$ cat src/assert_macros.svh
`ifndef ASSERT_MACROS_SVH
`define ASSERT_MACROS_SVH

`ifndef ASSERT_OFF

// Property must hold at every rising clock edge outside reset.
`define ASSERT_PROP(lbl, clk, rst, prop) \
  lbl: assert property (@(posedge clk) disable iff (rst) (prop)) \
    else $error("assertion failed");

// Condition must never be true outside reset.
`define ASSERT_NEVER(lbl, clk, rst, cond) \
  lbl: assert property (@(posedge clk) disable iff (rst) !(cond)) \
    else $error("forbidden condition seen");

`else

`define ASSERT_PROP(lbl, clk, rst, prop)
`define ASSERT_NEVER(lbl, clk, rst, cond)

`endif

`endif

$ cat src/nfbsc_pkg.sv
package nfbsc_pkg;

  localparam int BYTE_W      = 8;
  localparam int NIB_W       = 4;
  localparam int BLOCK_BYTES = 16;
  localparam int IDX_W       = $clog2(BLOCK_BYTES);
  localparam int RND_W       = 4;

  // in-band command bytes
  localparam logic [BYTE_W-1:0] CMD_KEY    = 8'h01;
  localparam logic [BYTE_W-1:0] CMD_STREAM = 8'h02;
  localparam logic [BYTE_W-1:0] CMD_STOP   = 8'h03;
  localparam logic [BYTE_W-1:0] CMD_INDEX  = 8'h0f;

  typedef struct packed {
    logic             load;    // input beat taken this cycle
    logic             step;    // run one Feistel round
    logic             commit;  // store enciphered byte, maybe emit
    logic [RND_W-1:0] rnd;     // current round number
  } ctrl_cmd_t;

  typedef struct packed {
    logic data;      // incoming beat is a stream data byte
    logic out_busy;  // output register full and not being taken
  } ctrl_sts_t;

  function automatic logic [NIB_W-1:0] nib_rotl1(input logic [NIB_W-1:0] x);
    return {x[NIB_W-2:0], x[NIB_W-1]};
  endfunction

  // F(R,K) = ((R + K) mod 16) xor rotl1(R)
  function automatic logic [NIB_W-1:0] round_f(input logic [NIB_W-1:0] r,
                                                input logic [NIB_W-1:0] k);
    logic [NIB_W-1:0] s;
    s = r + k;
    return s ^ nib_rotl1(r);
  endfunction

endpackage

$ cat src/nibble_feistel_byte_stream_cipher_core.sv
// Byte stream cipher driven by in-band commands on the input stream. While idle,
// 0x01 loads the next 16 beats as key bytes, 0x0f takes the low nibble of the next
// beat as start index, and 0x02 enters stream mode; in stream mode 0x03 returns
// to idle and drops pending output, every other beat is a data byte. Each data
// byte is enciphered with a ROUNDS-round nibble Feistel network, one round per
// clock in a single shared round unit, so a data beat holds the input through
// its load, every round and its commit (longer while the output register is held
// full), a command beat only through its load. Output starts with the beat that
// completes a 16-byte block and then gives one byte of that block per following
// data beat. The output register lets the next beat be taken while a result waits.
module nibble_feistel_byte_stream_cipher_core #(
  parameter int ROUNDS = 6
) (
  input  logic                          clk,
  input  logic                          rst,
  input  logic                          s_tvalid,
  output logic                          s_tready,
  input  logic [nfbsc_pkg::BYTE_W-1:0]  s_tdata,   // [7:0] in_byte
  output logic                          m_tvalid,
  input  logic                          m_tready,
  output logic [nfbsc_pkg::BYTE_W-1:0]  m_tdata    // [7:0] enc_byte
);
  import nfbsc_pkg::*;

  ctrl_cmd_t cmd;
  ctrl_sts_t sts;

  nfbsc_ctrl #(
    .ROUNDS (ROUNDS)
  ) u_ctrl (
    .clk      (clk),
    .rst      (rst),
    .s_tvalid (s_tvalid),
    .s_tready (s_tready),
    .sts      (sts),
    .cmd      (cmd)
  );

  nfbsc_dp u_dp (
    .clk      (clk),
    .rst      (rst),
    .s_tdata  (s_tdata),
    .m_tvalid (m_tvalid),
    .m_tready (m_tready),
    .m_tdata  (m_tdata),
    .cmd      (cmd),
    .sts      (sts)
  );

endmodule

$ cat src/nfbsc_ctrl.sv
`include "assert_macros.svh"

module nfbsc_ctrl #(
  parameter int ROUNDS = 6
) (
  input  logic                  clk,
  input  logic                  rst,
  input  logic                  s_tvalid,
  output logic                  s_tready,
  input  nfbsc_pkg::ctrl_sts_t  sts,
  output nfbsc_pkg::ctrl_cmd_t  cmd
);
  import nfbsc_pkg::*;

  localparam logic [1:0] S_IDLE   = 2'd0;
  localparam logic [1:0] S_ROUND  = 2'd1;
  localparam logic [1:0] S_COMMIT = 2'd2;

  localparam logic [RND_W-1:0] LAST_RND = RND_W'(ROUNDS - 1);

  logic [1:0]       state, state_next;
  logic [RND_W-1:0] rnd, rnd_next;

  always_comb begin
    s_tready   = (state == S_IDLE);
    cmd.load   = s_tvalid && (state == S_IDLE);
    cmd.step   = (state == S_ROUND);
    cmd.commit = (state == S_COMMIT) && !sts.out_busy;
    cmd.rnd    = rnd;
    state_next = state;
    rnd_next   = rnd;
    case (state)
      S_IDLE: begin
        rnd_next = '0;
        if (cmd.load && sts.data) state_next = S_ROUND;
      end
      S_ROUND: begin
        rnd_next = rnd + 1'b1;
        if (rnd == LAST_RND) state_next = S_COMMIT;
      end
      S_COMMIT: begin
        if (cmd.commit) state_next = S_IDLE;
      end
      default: state_next = S_IDLE;
    endcase
  end

  always_ff @(posedge clk) begin
    if (rst) begin
      state <= S_IDLE;
      rnd   <= '0;
    end else begin
      state <= state_next;
      rnd   <= rnd_next;
    end
  end

  `ASSERT_PROP(a_data_starts_rounds, clk, rst, (cmd.load && sts.data) |=> (state == S_ROUND))
  `ASSERT_PROP(a_last_round_commits, clk, rst,
               (state == S_ROUND && rnd == LAST_RND) |=> (state == S_COMMIT))
  `ASSERT_NEVER(a_no_commit_when_busy, clk, rst, cmd.commit && sts.out_busy)

endmodule

$ cat src/nfbsc_dp.sv
`include "assert_macros.svh"

module nfbsc_dp (
  input  logic                          clk,
  input  logic                          rst,
  input  logic [nfbsc_pkg::BYTE_W-1:0]  s_tdata,
  output logic                          m_tvalid,
  input  logic                          m_tready,
  output logic [nfbsc_pkg::BYTE_W-1:0]  m_tdata,
  input  nfbsc_pkg::ctrl_cmd_t          cmd,
  output nfbsc_pkg::ctrl_sts_t          sts
);
  import nfbsc_pkg::*;

  localparam logic [1:0] MODE_IDLE   = 2'd0;
  localparam logic [1:0] MODE_KEY    = 2'd1;
  localparam logic [1:0] MODE_INDEX  = 2'd2;
  localparam logic [1:0] MODE_STREAM = 2'd3;

  localparam logic [IDX_W-1:0] LAST_IDX = IDX_W'(BLOCK_BYTES - 1);
  localparam logic [IDX_W-1:0] DRAIN_END = IDX_W'(BLOCK_BYTES - 2);

  logic [1:0]        mode;
  logic [BYTE_W-1:0] key_store [BLOCK_BYTES];
  logic [IDX_W-1:0]  key_count;
  logic [NIB_W-1:0]  start_nibble;
  logic [IDX_W-1:0]  key_position;
  logic [IDX_W-1:0]  in_count;
  logic              out_pending;
  // enciphered bytes, stored as they arrive; one block drains while the next fills
  logic [BYTE_W-1:0] enc_buf [BLOCK_BYTES];

  logic [NIB_W-1:0]  lft, rgt, khi;
  logic [NIB_W-1:0]  rnd_key, f_val;
  logic [IDX_W-1:0]  key_idx, rd_idx;
  logic              emit;

  assign sts.data     = (mode == MODE_STREAM) && (s_tdata != CMD_STOP);
  assign sts.out_busy = m_tvalid && !m_tready;

  always_comb begin
    rnd_key = (start_nibble + cmd.rnd) ^ khi;
    f_val   = round_f(rgt, rnd_key);
    key_idx = key_position + in_count;
    rd_idx  = in_count + 1'b1;
    emit    = (in_count == LAST_IDX) || out_pending;
  end

  // control state and key store
  always_ff @(posedge clk) begin
    if (rst) begin
      mode         <= MODE_IDLE;
      key_count    <= '0;
      start_nibble <= '0;
      key_position <= '0;
      in_count     <= '0;
      out_pending  <= 1'b0;
      m_tvalid     <= 1'b0;
      for (int i = 0; i < BLOCK_BYTES; i++) key_store[i] <= '0;
    end else begin
      if (cmd.commit && emit) m_tvalid <= 1'b1;
      else if (m_tready) m_tvalid <= 1'b0;
      if (cmd.load) begin
        case (mode)
          MODE_IDLE: begin
            if (s_tdata == CMD_KEY) begin
              mode      <= MODE_KEY;
              key_count <= '0;
            end else if (s_tdata == CMD_INDEX) begin
              mode <= MODE_INDEX;
            end else if (s_tdata == CMD_STREAM) begin
              mode        <= MODE_STREAM;
              in_count    <= '0;
              out_pending <= 1'b0;
            end
          end
          MODE_KEY: begin
            key_store[key_count] <= s_tdata;
            if (key_count == LAST_IDX) mode <= MODE_IDLE;
            key_count <= key_count + 1'b1;
          end
          MODE_INDEX: begin
            start_nibble <= s_tdata[NIB_W-1:0];
            key_position <= s_tdata[IDX_W-1:0];
            mode         <= MODE_IDLE;
          end
          MODE_STREAM: begin
            if (s_tdata == CMD_STOP) begin
              mode        <= MODE_IDLE;
              in_count    <= '0;
              out_pending <= 1'b0;
            end
          end
          default: mode <= MODE_IDLE;
        endcase
      end
      if (cmd.commit) begin
        in_count    <= in_count + 1'b1;
        // drain of a block ends on the beat before the next block completes
        out_pending <= (in_count == LAST_IDX) || (out_pending && in_count != DRAIN_END);
      end
    end
  end

  // payload
  always_ff @(posedge clk) begin
    if (cmd.load) begin
      lft <= s_tdata[BYTE_W-1:NIB_W];
      rgt <= s_tdata[NIB_W-1:0];
      khi <= key_store[key_idx][BYTE_W-1:NIB_W];
    end else if (cmd.step) begin
      lft <= rgt;
      rgt <= lft ^ f_val;
    end
    if (cmd.commit) begin
      enc_buf[in_count] <= {lft, rgt};
      if (emit) m_tdata <= enc_buf[rd_idx];
    end
  end

  `ASSERT_PROP(a_valid_from_commit, clk, rst, $rose(m_tvalid) |-> $past(cmd.commit))
  `ASSERT_PROP(a_count_moves_on_cmd, clk, rst,
               !$stable(in_count) |-> $past(cmd.load || cmd.commit))
  `ASSERT_PROP(a_pending_in_stream, clk, rst, out_pending |-> (mode == MODE_STREAM))

endmodule
$ cat config.mk
export PLATFORM = sky130hd
export DESIGN_NAME = nibble_feistel_byte_stream_cipher_core
export DESIGN_NICKNAME = d
export VERILOG_FILES = /design/src/nfbsc_pkg.sv /design/src/nibble_feistel_byte_stream_cipher_core.sv /design/src/nfbsc_ctrl.sv /design/src/nfbsc_dp.sv
export VERILOG_INCLUDE_DIRS = /design/src /design/src/src
export SDC_FILE = /design/constraint.sdc
export NUM_CORES = 1
export LEC_CHECK = 0
export BUFFER_PORTS_ARGS = -buffer_cell sky130_fd_sc_hd__buf_4
export CORE_MARGIN = 3
export CORE_UTILIZATION = 60
export CTS_CLUSTER_DIAMETER = 120
export CTS_CLUSTER_SIZE = 24
export DETAILED_ROUTE_END_ITERATION = 7
export GPL_ROUTABILITY_DRIVEN = 0
export PLACE_DENSITY = 0.77
export SYNTH_ARGS = -nofsm -noshare
export SYNTH_HDL_FRONTEND = slang
export SYNTH_SLANG_ARGS = --single-unit
$ cat constraint.sdc
create_clock -name clk -period 2.67 [get_ports clk]
set_input_delay 0.1335 -clock clk [delete_from_list [all_inputs] [get_ports clk]]
set_output_delay 0.1335 -clock clk [all_outputs]
set_load 0.005 [all_outputs]
Yosys cells after proc, flatten, opt, wreduce, memory -nomap -nowiden. Memory sizes are Yosys's and may differ from the RTL's. A register that Yosys moved wholly into a read port is not among the register bits. Index checks and enable logic that the tools add are counted.

Add/sub/neg operators: 6. Equal/unequal tests: 25. Mux-type cells: 44. Bitwise logic cells: 3. Reductions and logical operators: 26.

Operators by type and width (number): 2-to-1 mux 4 bit (12); one-hot mux 4 bit (2 select lines) (3); 2-to-1 mux 1 bit (17); equality test 8 x 2 -> 1 bit (second input constant) (2); 2-to-1 mux 2 bit (8); adder 4 x 1 -> 4 bit (second input constant) (3); adder 4 bit (3); bitwise XOR 4 bit (3); inequality test 2 x 1 -> 1 bit (second input constant) (5); nonzero test 2 bit (5); inequality test 3 x 2 -> 1 bit (second input constant) (3); equality test 4 bit (second input constant) (2); equality test 8 x 1 -> 1 bit (second input constant) (1); equality test 8 x 4 -> 1 bit (second input constant) (1); 2-to-1 mux 8 bit (1); inequality test 8 x 2 -> 1 bit (second input constant) (1); one-hot mux 2 bit (4 select lines) (1); OR reduction 8 bit (1); logical AND 1 bit (7); equality test 2 bit (second input constant) (3); one-hot mux 2 bit (3 select lines) (1); AND reduction 3 bit (2); AND reduction 6 bit (1); equality test 2 x 1 -> 1 bit (second input constant) (2); 12 further kinds (16).

Bits in registers: 30. Bits in writable memories: 256. Input bits: 12. Output and inout port bits: 10. Logic and storage cells: 116. Memories: 2.

Memory list: u_dp.enc_buf (depth 16, bits a word 8, read ports 1, clocked after memory_dff 1, wr ports 1, RTL line nfbsc_dp.sv:31) `logic [BYTE_W-1:0] enc_buf [BLOCK_BYTES];`; u_dp.key_store (depth 16, bits a word 8, read ports 1, clocked after memory_dff 1, wr ports 16, RTL line nfbsc_dp.sv:24) `logic [BYTE_W-1:0] key_store [BLOCK_BYTES];`.

Longest topological paths before layout. Gate-level depths: netlist of the first run.

Depth after elaboration: 7. Mapped depth: 9. Mapped depth without buffers: 8.

Cells and area by module. Synthesis of the first run repeated with hierarchy kept, for this count alone.

Cell total of the unflattened synthesis: 722. Area, all modules: 10423.7 µm².

By module, submodules not included: nfbsc_dp (instances 1, cells an instance 689, area each 10118.5 µm², sequential area each 6686.4 µm²); nfbsc_ctrl (instances 1, cells an instance 33, area each 305.3 µm², sequential area each 120.1 µm²).

Worst setup path after synthesis of the first run. No wires, ideal clock.

Kind: reg2reg. From: register u_dp.in_count[0]. To: register u_dp.khi[0] (read register of u_dp.key_store) (data pin). Library setup time: 0.274 ns. Arrival: 2.144 ns. Data required time: 2.396 ns. Slack: 0.252 ns. Cell stages (with the launch flop): 9. Buffers on the path: 2. Period minus slack after synthesis: 2.418 ns. Cell sequence: dfxtp_1 -> ha_1 -> inv_1 -> fa_1 -> buf_1 -> buf_2 -> mux4_2 -> mux2i_1 -> mux2i_1.

Longest elaborated chain between the ends: 1.

RTL lines: start, declared (RTL line nfbsc_dp.sv:28) `logic [IDX_W-1:0] in_count;`; start signal, assigned (RTL line nfbsc_dp.sv:98) `in_count <= in_count + 1'b1;`; adder 4 bit (RTL line nfbsc_dp.sv:44) `key_idx = key_position + in_count;`; end, declared (RTL line nfbsc_dp.sv:33) `logic [NIB_W-1:0] lft, rgt, khi;`.

Every way passes these cells. A chain may end at the register's enable or synchronous reset.

Worst setup path in the final report of the first run.
From: register u_ctrl.rnd[0]. To: register u_dp.rgt[3] (data pin).

Longest elaborated chain between the ends: 7.

RTL lines: start, declared (RTL line nfbsc_ctrl.sv:22) `logic [RND_W-1:0] rnd, rnd_next;`; start signal, assigned (RTL line nfbsc_ctrl.sv:54) `rnd <= rnd_next;`; adder 4 bit (RTL line nfbsc_dp.sv:42) `rnd_key = (start_nibble + cmd.rnd) ^ khi;`; bitwise XOR 4 bit (RTL line nfbsc_dp.sv:42); adder 4 bit (RTL line nfbsc_pkg.sv:35) `s = r + k;`; bitwise XOR 4 bit (RTL line nfbsc_pkg.sv:36) `return s ^ nib_rotl1(r);`; bitwise XOR 4 bit (RTL line nfbsc_dp.sv:113) `rgt <= lft ^ f_val;`; 2-to-1 mux 4 bit (RTL line nfbsc_dp.sv:111) `end else if (cmd.step) begin`; 2-to-1 mux 4 bit (RTL line nfbsc_dp.sv:107) `if (cmd.load) begin`; end signal, assigned (RTL line nfbsc_dp.sv:109) `rgt <= s_tdata[NIB_W-1:0];`; end signal, assigned (RTL line nfbsc_dp.sv:113); end, declared (RTL line nfbsc_dp.sv:33).

Every way passes these cells. The select of a mux whose other input is x is not followed.

==> results.md, run 1 <==
- Status: finished clean
- CTS tree: built
- Clk pin slew, worst setup/hold paths: 0.09 ns
- Setup ws final: 0.240 ns
- Worst path cell trace: ha_1, fa_1, xor2_1, ha_1, a21o_1, a21oi_1, xnor3_1, o21ai_0
- Antenna violations before repair: 0
- CP dominant cell by count: ha_1
- Vias in the first global route: 6262
- Slew Limit Fails: 0
- TNS Setup: 0 ns
- Post-synth net total: 776
- Buf+Inv Stages, Crit Path: 0
- Ys flop type: edfxtp_1
- Initial Util: 0.623
- Worst Hold Class: in -> reg
- DR iter-0 viols: between 600 and 700
- Hold_ws: 0.0145 ns
- Port buffer count: 21
- Clock Path Buffers: 3
- Pwr per Cell Area: roughly 570 mW/mm2
- Yosys reg bits: ~230
- HPWL after DPL: between 10 and 15 mm
- Cell Area, Placed: around 0.011 mm2
- Most common cell in the synthesized netlist: edfxtp_1
- Syn Inst Count: about 740
- WL final: 21.8 mm
- Pre-CTS WS: approximately 0.25 ns
- Worst path max stage delay: about 0.51 ns
- Maximum vdd drop: 0.000711 V
- Critical path capture point type: register
- Nets: 809
- Register area share after synthesis: 0.650
- Crit path DAT: roughly 2.7 ns
- Die Y: approximately 140 um
- Max_cap viols: 0
- EDFF count, synth: 212
- Boundary Pins: 22
- Final ANT Viol Nets: 0
- Grt total ovfl: 0
- Post-synth cell types: 54
- Clk_lat worst skew: about 0.47 ns
- Via count: roughly 6.2k
- Yosys top cell area share: 0.608
- CTS buffer count: 13
- Crit path required time: 2.98 ns
- Tmin final: about 2.4 ns
- Fin crit share: 0.910
- CP top delay family: adder cells
- H-tree depth: 1
- RSZ-0062 raised after global routing: no
- Total Routing Usage GR: 0.227
- Synth area leaders: edfxtp_1, mux4_2, dfxtp_1
- Worst Tran Pin Value: about 0.85 ns
- Diodes inserted: 0
- Synth async-reset ratio: 0
- Synth area leader: edfxtp_1
- Total core area: between 0.015 and 0.02 mm2
- Layout area overhead: 8.84%
- Mean routed wirelength per cell: between 20 and 25 um
- Avg Inst Size Synth: around 14 um2
- CP max FO: 6
- CTS root buf: clkbuf_16
- First-pass GRT wire length: approximately 34 mm
- Via/cell ratio: approximately 6.2
- Post-synth top cells: edfxtp_1, nand2_1, and2_1
- Critical path's slowest cell: fa_1
- Drt first pass iters: 5
- Leakage: around 4.1 nW
- Post-route cell area: between 0.01 and 0.015 mm2
- DIE AREA: 0.0191 mm2
- Clk_skew: ~0.013 ns
- Largest net degree at the start of global routing: 33
- Hold Fails Final Rpt: 0
- Yosys warnings: 0
- Crit path kind: reg -> reg
- CP Launch Type: register
- Max_slew headroom: 0.431
- CTS Sinks: 234
- Pwr Total: between 6 and 7 mW
- DR DRC count: 0
- Synth Cell Area: approximately 0.010 mm2
- Max frequency: roughly 410 MHz
- Die width: ~140 um
- Site row count: between 40 and 50
- Share of cells above drive strength 1: 0.160
- Final setup violation count: 0
==> layout make-up <==
cell class / instances / area (um2)
Clock buffer: 20 / 352
Multi-Input combinational cell: 452 / 3440
Inverter: 15 / 56.3
Fill cell: 1157 / 5410
Clock inverter: 1 / 8.76
Sequential cell: 234 / 6810
Timing Repair Buffer: 59 / 463
Tap cell: 220 / 275
==> stage by stage <==
stage,utilization,cells
2_1_floorplan,-,742
3_3_place_gp,0.655,977
3_5_place_dp,0.655,977
4_1_cts,0.678,1001
5_1_grt,0.678,1001
6_report,0.678,1001
==> placed cells by master (no fill, tap or decap), drive strengths merged, types with 2 or more instances in the layout <==
| cell type | n |
|---|---|
| a21o | 4 |
| a21oi | 23 |
| a32oi | 9 |
| a41o | 8 |
| a41oi | 2 |
| and2 | 68 |
| and3 | 2 |
| buf | 56 |
| clkbuf | 20 |
| dfxtp | 22 |
| dlygate4sd3 | 3 |
| edfxtp | 212 |
| fa | 3 |
| ha | 19 |
| inv | 15 |
| mux2i | 24 |
| mux4 | 32 |
| nand2 | 85 |
| nand2b | 6 |
| nand3 | 30 |
| nand4 | 2 |
| nor2 | 44 |
| nor2b | 5 |
| nor3 | 13 |
| nor3b | 3 |
| o21a | 2 |
| o21ai | 24 |
| o2bb2ai | 2 |
| o31ai | 2 |
| or2 | 4 |
| xnor2 | 12 |
| xnor3 | 2 |
| xor2 | 9 |
==> metal layers <==
layer | up-vias | track usage | part of all wire
met2 | 262 | 0.364 | 0.49
met4 | 0 | 0.0738 | 0.028
li1 | 2802 | - | -
met3 | 43 | 0.0300 | 0.066
met5 | - | 0 | 0
met1 | 3133 | 0.328 | 0.42
==> sequential cells by signal, indices dropped and copies added, names as in the netlist <==
register,cells
u_dp.enc_buf,128
u_dp.start_nibble,4
u_dp.m_tdata,8
u_dp.rgt,4
u_dp.key_count,4
u_ctrl.state,2
u_dp.in_count,4
u_dp.out_pending,1
u_dp.lft,4
u_dp.m_tvalid,1
u_dp.mode,2
u_dp.key_store,64
u_ctrl.rnd,4
u_dp.khi,4
==> worst paths after layout <==
check                endpoint  depth (start not counted)              from  slack, ns
min reg2reg  u_dp.out_pending                          2  u_dp.out_pending       0.53
max reg2reg       u_dp.rgt[3]                          8     u_ctrl.rnd[0]       0.24
max               u_dp.rgt[3]                          8     u_ctrl.rnd[0]       0.24
min              u_dp.mode[1]                          3        s_tdata[1]       0.01
==> worst reg2reg max path, stage by stage (launching register included) <==
cell and delay [ns]:
dfxtp_1 0.37, ha_1 0.25, fa_1 0.51, xor2_1 0.19, ha_1 0.26, a21o_1 0.17, a21oi_1 0.16, xnor3_1 0.22
o21ai_0 0.16
==> timing repair <==
item	4_1_cts	5_1_grt
resized for setup	0	0
endpoints found under the hold margin	4	0
hold buffers	3	0
setup buffers	0	0
==> cells by family (layout without fill, tap and decap cells) <==
| kind of cell | Yosys count | count (layout) | share of synthesized area |
|---|---|---|---|
| flops | 234 | 234 | 0.650 |
| compound gates | 82 | 82 | 0.0522 |
| mux | 57 | 57 | 0.0928 |
| fa+ha+maj | 22 | 22 | 0.0284 |
| buf+inv | 56 | 95 | 0.0244 |
| xor+xnor | 23 | 23 | 0.0219 |
| simple gates | 268 | 268 | 0.131 |
==> power breakdown <==
group / internal (mW) / total [mW] / switching, mW / leakage [nW]
Sequential: 4.09 / 4.14 / 0.0538 / 2.18
Combinational: 0.136 / 0.337 / 0.201 / 1.72
Clock: 0.923 / 2.01 / 1.08 / 0.173
Total: 5.15 / 6.49 / 1.34 / 4.08
Note: power is estimated with default switching activity, not from simulation.
==> run 2, diff against run 1 <==
--- a/config.mk
+++ b/config.mk
@@ -7,6 +7,7 @@
 export NUM_CORES = 1
 export LEC_CHECK = 0
 export BUFFER_PORTS_ARGS = -buffer_cell sky130_fd_sc_hd__buf_4
+export CORE_ASPECT_RATIO = 1.1
 export CORE_MARGIN = 3
 export CORE_UTILIZATION = 60
 export CTS_CLUSTER_DIAMETER = 120
==> run 2 against run 1 <==
Clock power shrank 2%; non-clock buffer count grew 3; global-route usage increased by 1.3 points; worst hold slack improved by 0.020 ns; wire length grew 0.80%.
==> results.md, run 2 (same netlist as run 1, synthesis figures left out) <==
- Status: finished clean (unchanged)
- Clock Path Buffers: 3 (unchanged)
- Placed cell count: 992 (was 977)
- Die width: 132 um (was 138 um)
- Final ANT Viol Nets: 0 (unchanged)
- Fin crit share: 0.915 (was 0.910)
- Site row count: 50 (was 47)
- Max frequency: 409 MHz (was 412 MHz)
- Fin cells: 1014 (was 1001)
- Top reg by flops: u_dp.enc_buf (unchanged)
- R2R Setup Slk: 0.23 ns (was 0.24 ns)
- RSZ-0062 raised after global routing: no (unchanged)
- Max_slew headroom: 0.507 (was 0.431)
- Critical path capture point type: register (unchanged)
- Crit path kind: reg -> reg (unchanged)
- Area of the multi-input gates: 0.00344 mm2 (about the same)
- Most frequent cells in the layout: edfxtp_1, nand2_1, and2_1 (unchanged)
- Mean routed wirelength per cell: 21.6 um (was 21.7 um)
- Grt total ovfl: 0 (unchanged)
- Max FFs per register: 128 (unchanged)
- R2R cell count: 8 (unchanged)
- Die Y: 145 um (was 138 um)
- CTS Sinks: 234 (unchanged)
- DR DRC count: 0 (unchanged)
- Worst Tran Pin Value: 0.737 ns (was 0.848 ns)
- Top flop regs: u_dp.enc_buf x128, u_dp.key_store x64, u_dp.m_tdata x8 (unchanged)
- Nets: 812 (was 809)
- DR iter-0 viols: 649 (was 677)
- Total core area: 0.0171 mm2 (was 0.0168 mm2)
- Initial Util: 0.614 (was 0.623)
- Sequential Area: 0.00681 mm2 (about the same)
- Clk_lat worst skew: 0.47 ns (about the same)
- R2R Path Start: u_ctrl.rnd[0] (unchanged)
- Final-layout fill cell count: 1183 (was 1157)
- Final setup violation count: 0 (unchanged)
- Share of cells above drive strength 1: 0.164 (was 0.160)
- WHS Path Cells: 2 (was 3)
- H-tree depth: 1 (unchanged)
- Total Routing Usage GR: 0.239 (was 0.227)
- TNS Setup: 0 ns (unchanged)
- Largest net degree at the start of global routing: 41 (was 33)
- Diodes inserted: 0 (unchanged)
- Clk pin slew, worst setup/hold paths: 0.09 ns (about the same)
- Vias in the first global route: 6377 (was 6262)
- R2r endpoint: u_dp.rgt[3] (unchanged)
- DIE AREA: 0.0191 mm2 (about the same)
- Crit path DAT: 2.76 ns (was 2.74 ns)
- CTS root buf: clkbuf_16 (unchanged)
- Commonest non-fill, non-tap cell in the layout: edfxtp_1 (unchanged)
- Drt first pass iters: 6 (was 5)
- Layout area overhead: 9.22% (was 8.84%)
- Via count: 6165 (was 6240)
- Setup Buffers After CTS: 0 (unchanged)
- Boundary Pins: 22 (unchanged)
- Pwr per Cell Area: 563 mW/mm2 (was 569 mW/mm2)
- HPWL after DPL: 14.7 mm (was 14.8 mm)
- Slew Limit Fails: 0 (unchanged)
- Leakage: 4.09 nW (was 4.08 nW)
- Max_cap viols: 0 (unchanged)
- Worst Hold Class: in -> reg (unchanged)
- CP Launch Type: register (unchanged)
- Tmin final: 2.44 ns (was 2.43 ns)
- CP max FO: 6 (unchanged)
- CTS buffer count: 13 (unchanged)
- Hold endpoint: u_ctrl.state[1] (was u_dp.mode[1])
- Port buffer count: 21 (unchanged)
- First-pass GRT wire length: 35.1 mm (was 34.1 mm)
- Maximum vdd drop: 0.000618 V (was 0.000711 V)
- CTS tree: built (unchanged)
- WL final: 21.9 mm (was 21.8 mm)
- Antenna violations before repair: 0 (unchanged)
- Hold path startpoint: rst (was s_tdata[1])
- Via/cell ratio: 6.08 (was 6.23)
- Hold Fails Final Rpt: 0 (unchanged)
- Crit path required time: 2.99 ns (was 2.98 ns)
- Clk_skew: 0.0120 ns (was 0.0132 ns)
## run 2: cell types whose count changed in the layout (fill, tap and decap cells not counted), sizes merged
| cell | delta |
|---|---|
| clkbuf | -4 |
| dlygate4sd3 | +2 |
| buf | +1 |
## run 2: stage by stage
step                      hold WS [ns]   util  total power, mW  cell area [um2]  worst slack, ns
after floorplan                  0.277      -             4.41            10500            0.252
after global placement           0.417  0.646             4.53            11000            0.284
after detailed placement         0.424  0.646             4.55            11000            0.175
after CTS                       0.0134  0.670             6.49            11400            0.148
after global routing            0.0396  0.670             6.66            11400           0.0392
final                           0.0341  0.670             6.45            11400            0.226
## run 2: how the worst max path moves through the flow
stage / startpoint / to / slack, ns / cells past startpoint
global placement: u_ctrl.rnd[0] / u_dp.rgt[2] / 0.28 / 8
finish: u_ctrl.rnd[0] / u_dp.rgt[3] / 0.23 / 8
floorplan: u_dp.in_count[0] / u_dp.khi[0] / 0.25 / 8
global route: u_ctrl.rnd[0] / u_dp.rgt[3] / 0.04 / 8
CTS: u_ctrl.rnd[0] / u_dp.rgt[3] / 0.15 / 8
detailed placement: u_ctrl.rnd[0] / u_dp.rgt[3] / 0.18 / 8
## run 2: worst max-delay path, stage by stage, from the launching register on
cell and delay [ns]:
dfxtp_2 0.36, ha_1 0.23, fa_1 0.54, xor2_2 0.19
ha_1 0.27, a21o_1 0.18, a21oi_1 0.16, xnor3_1 0.22
o21ai_0 0.15
## run 2: repair_timing
item | CTS | global route
hold buffers | 5 | 0
endpoints found under the hold margin | 7 | 0
gates resized for setup | 0 | 2
endpoints found under the setup margin | 0 | 2
## run 2: layout make-up
type,count,area share
clock inverters,1,0.000765
well taps,234,0.0256
multi-input cells,452,0.301
inverters,15,0.00492
clock buffers,16,0.0294
repair buffers,62,0.0439
flip-flops and latches,234,0.595
## run 2: power breakdown
group / internal (mW) / total, mW / switching (mW)
logic: 0.139 / 0.346 / 0.206
clock network: 0.900 / 1.97 / 1.07
registers: 4.09 / 4.13 / 0.0430
## run 2: routing by layer
metal / GRT usage / share of wire / vias to the layer above
li1: - / - / 2801
met1: 0.292 / 0.38 / 3060
met2: 0.442 / 0.53 / 238
met3: 0.0296 / 0.052 / 66
met4: 0.0890 / 0.035 / 0
met5: 0 / 0 / -
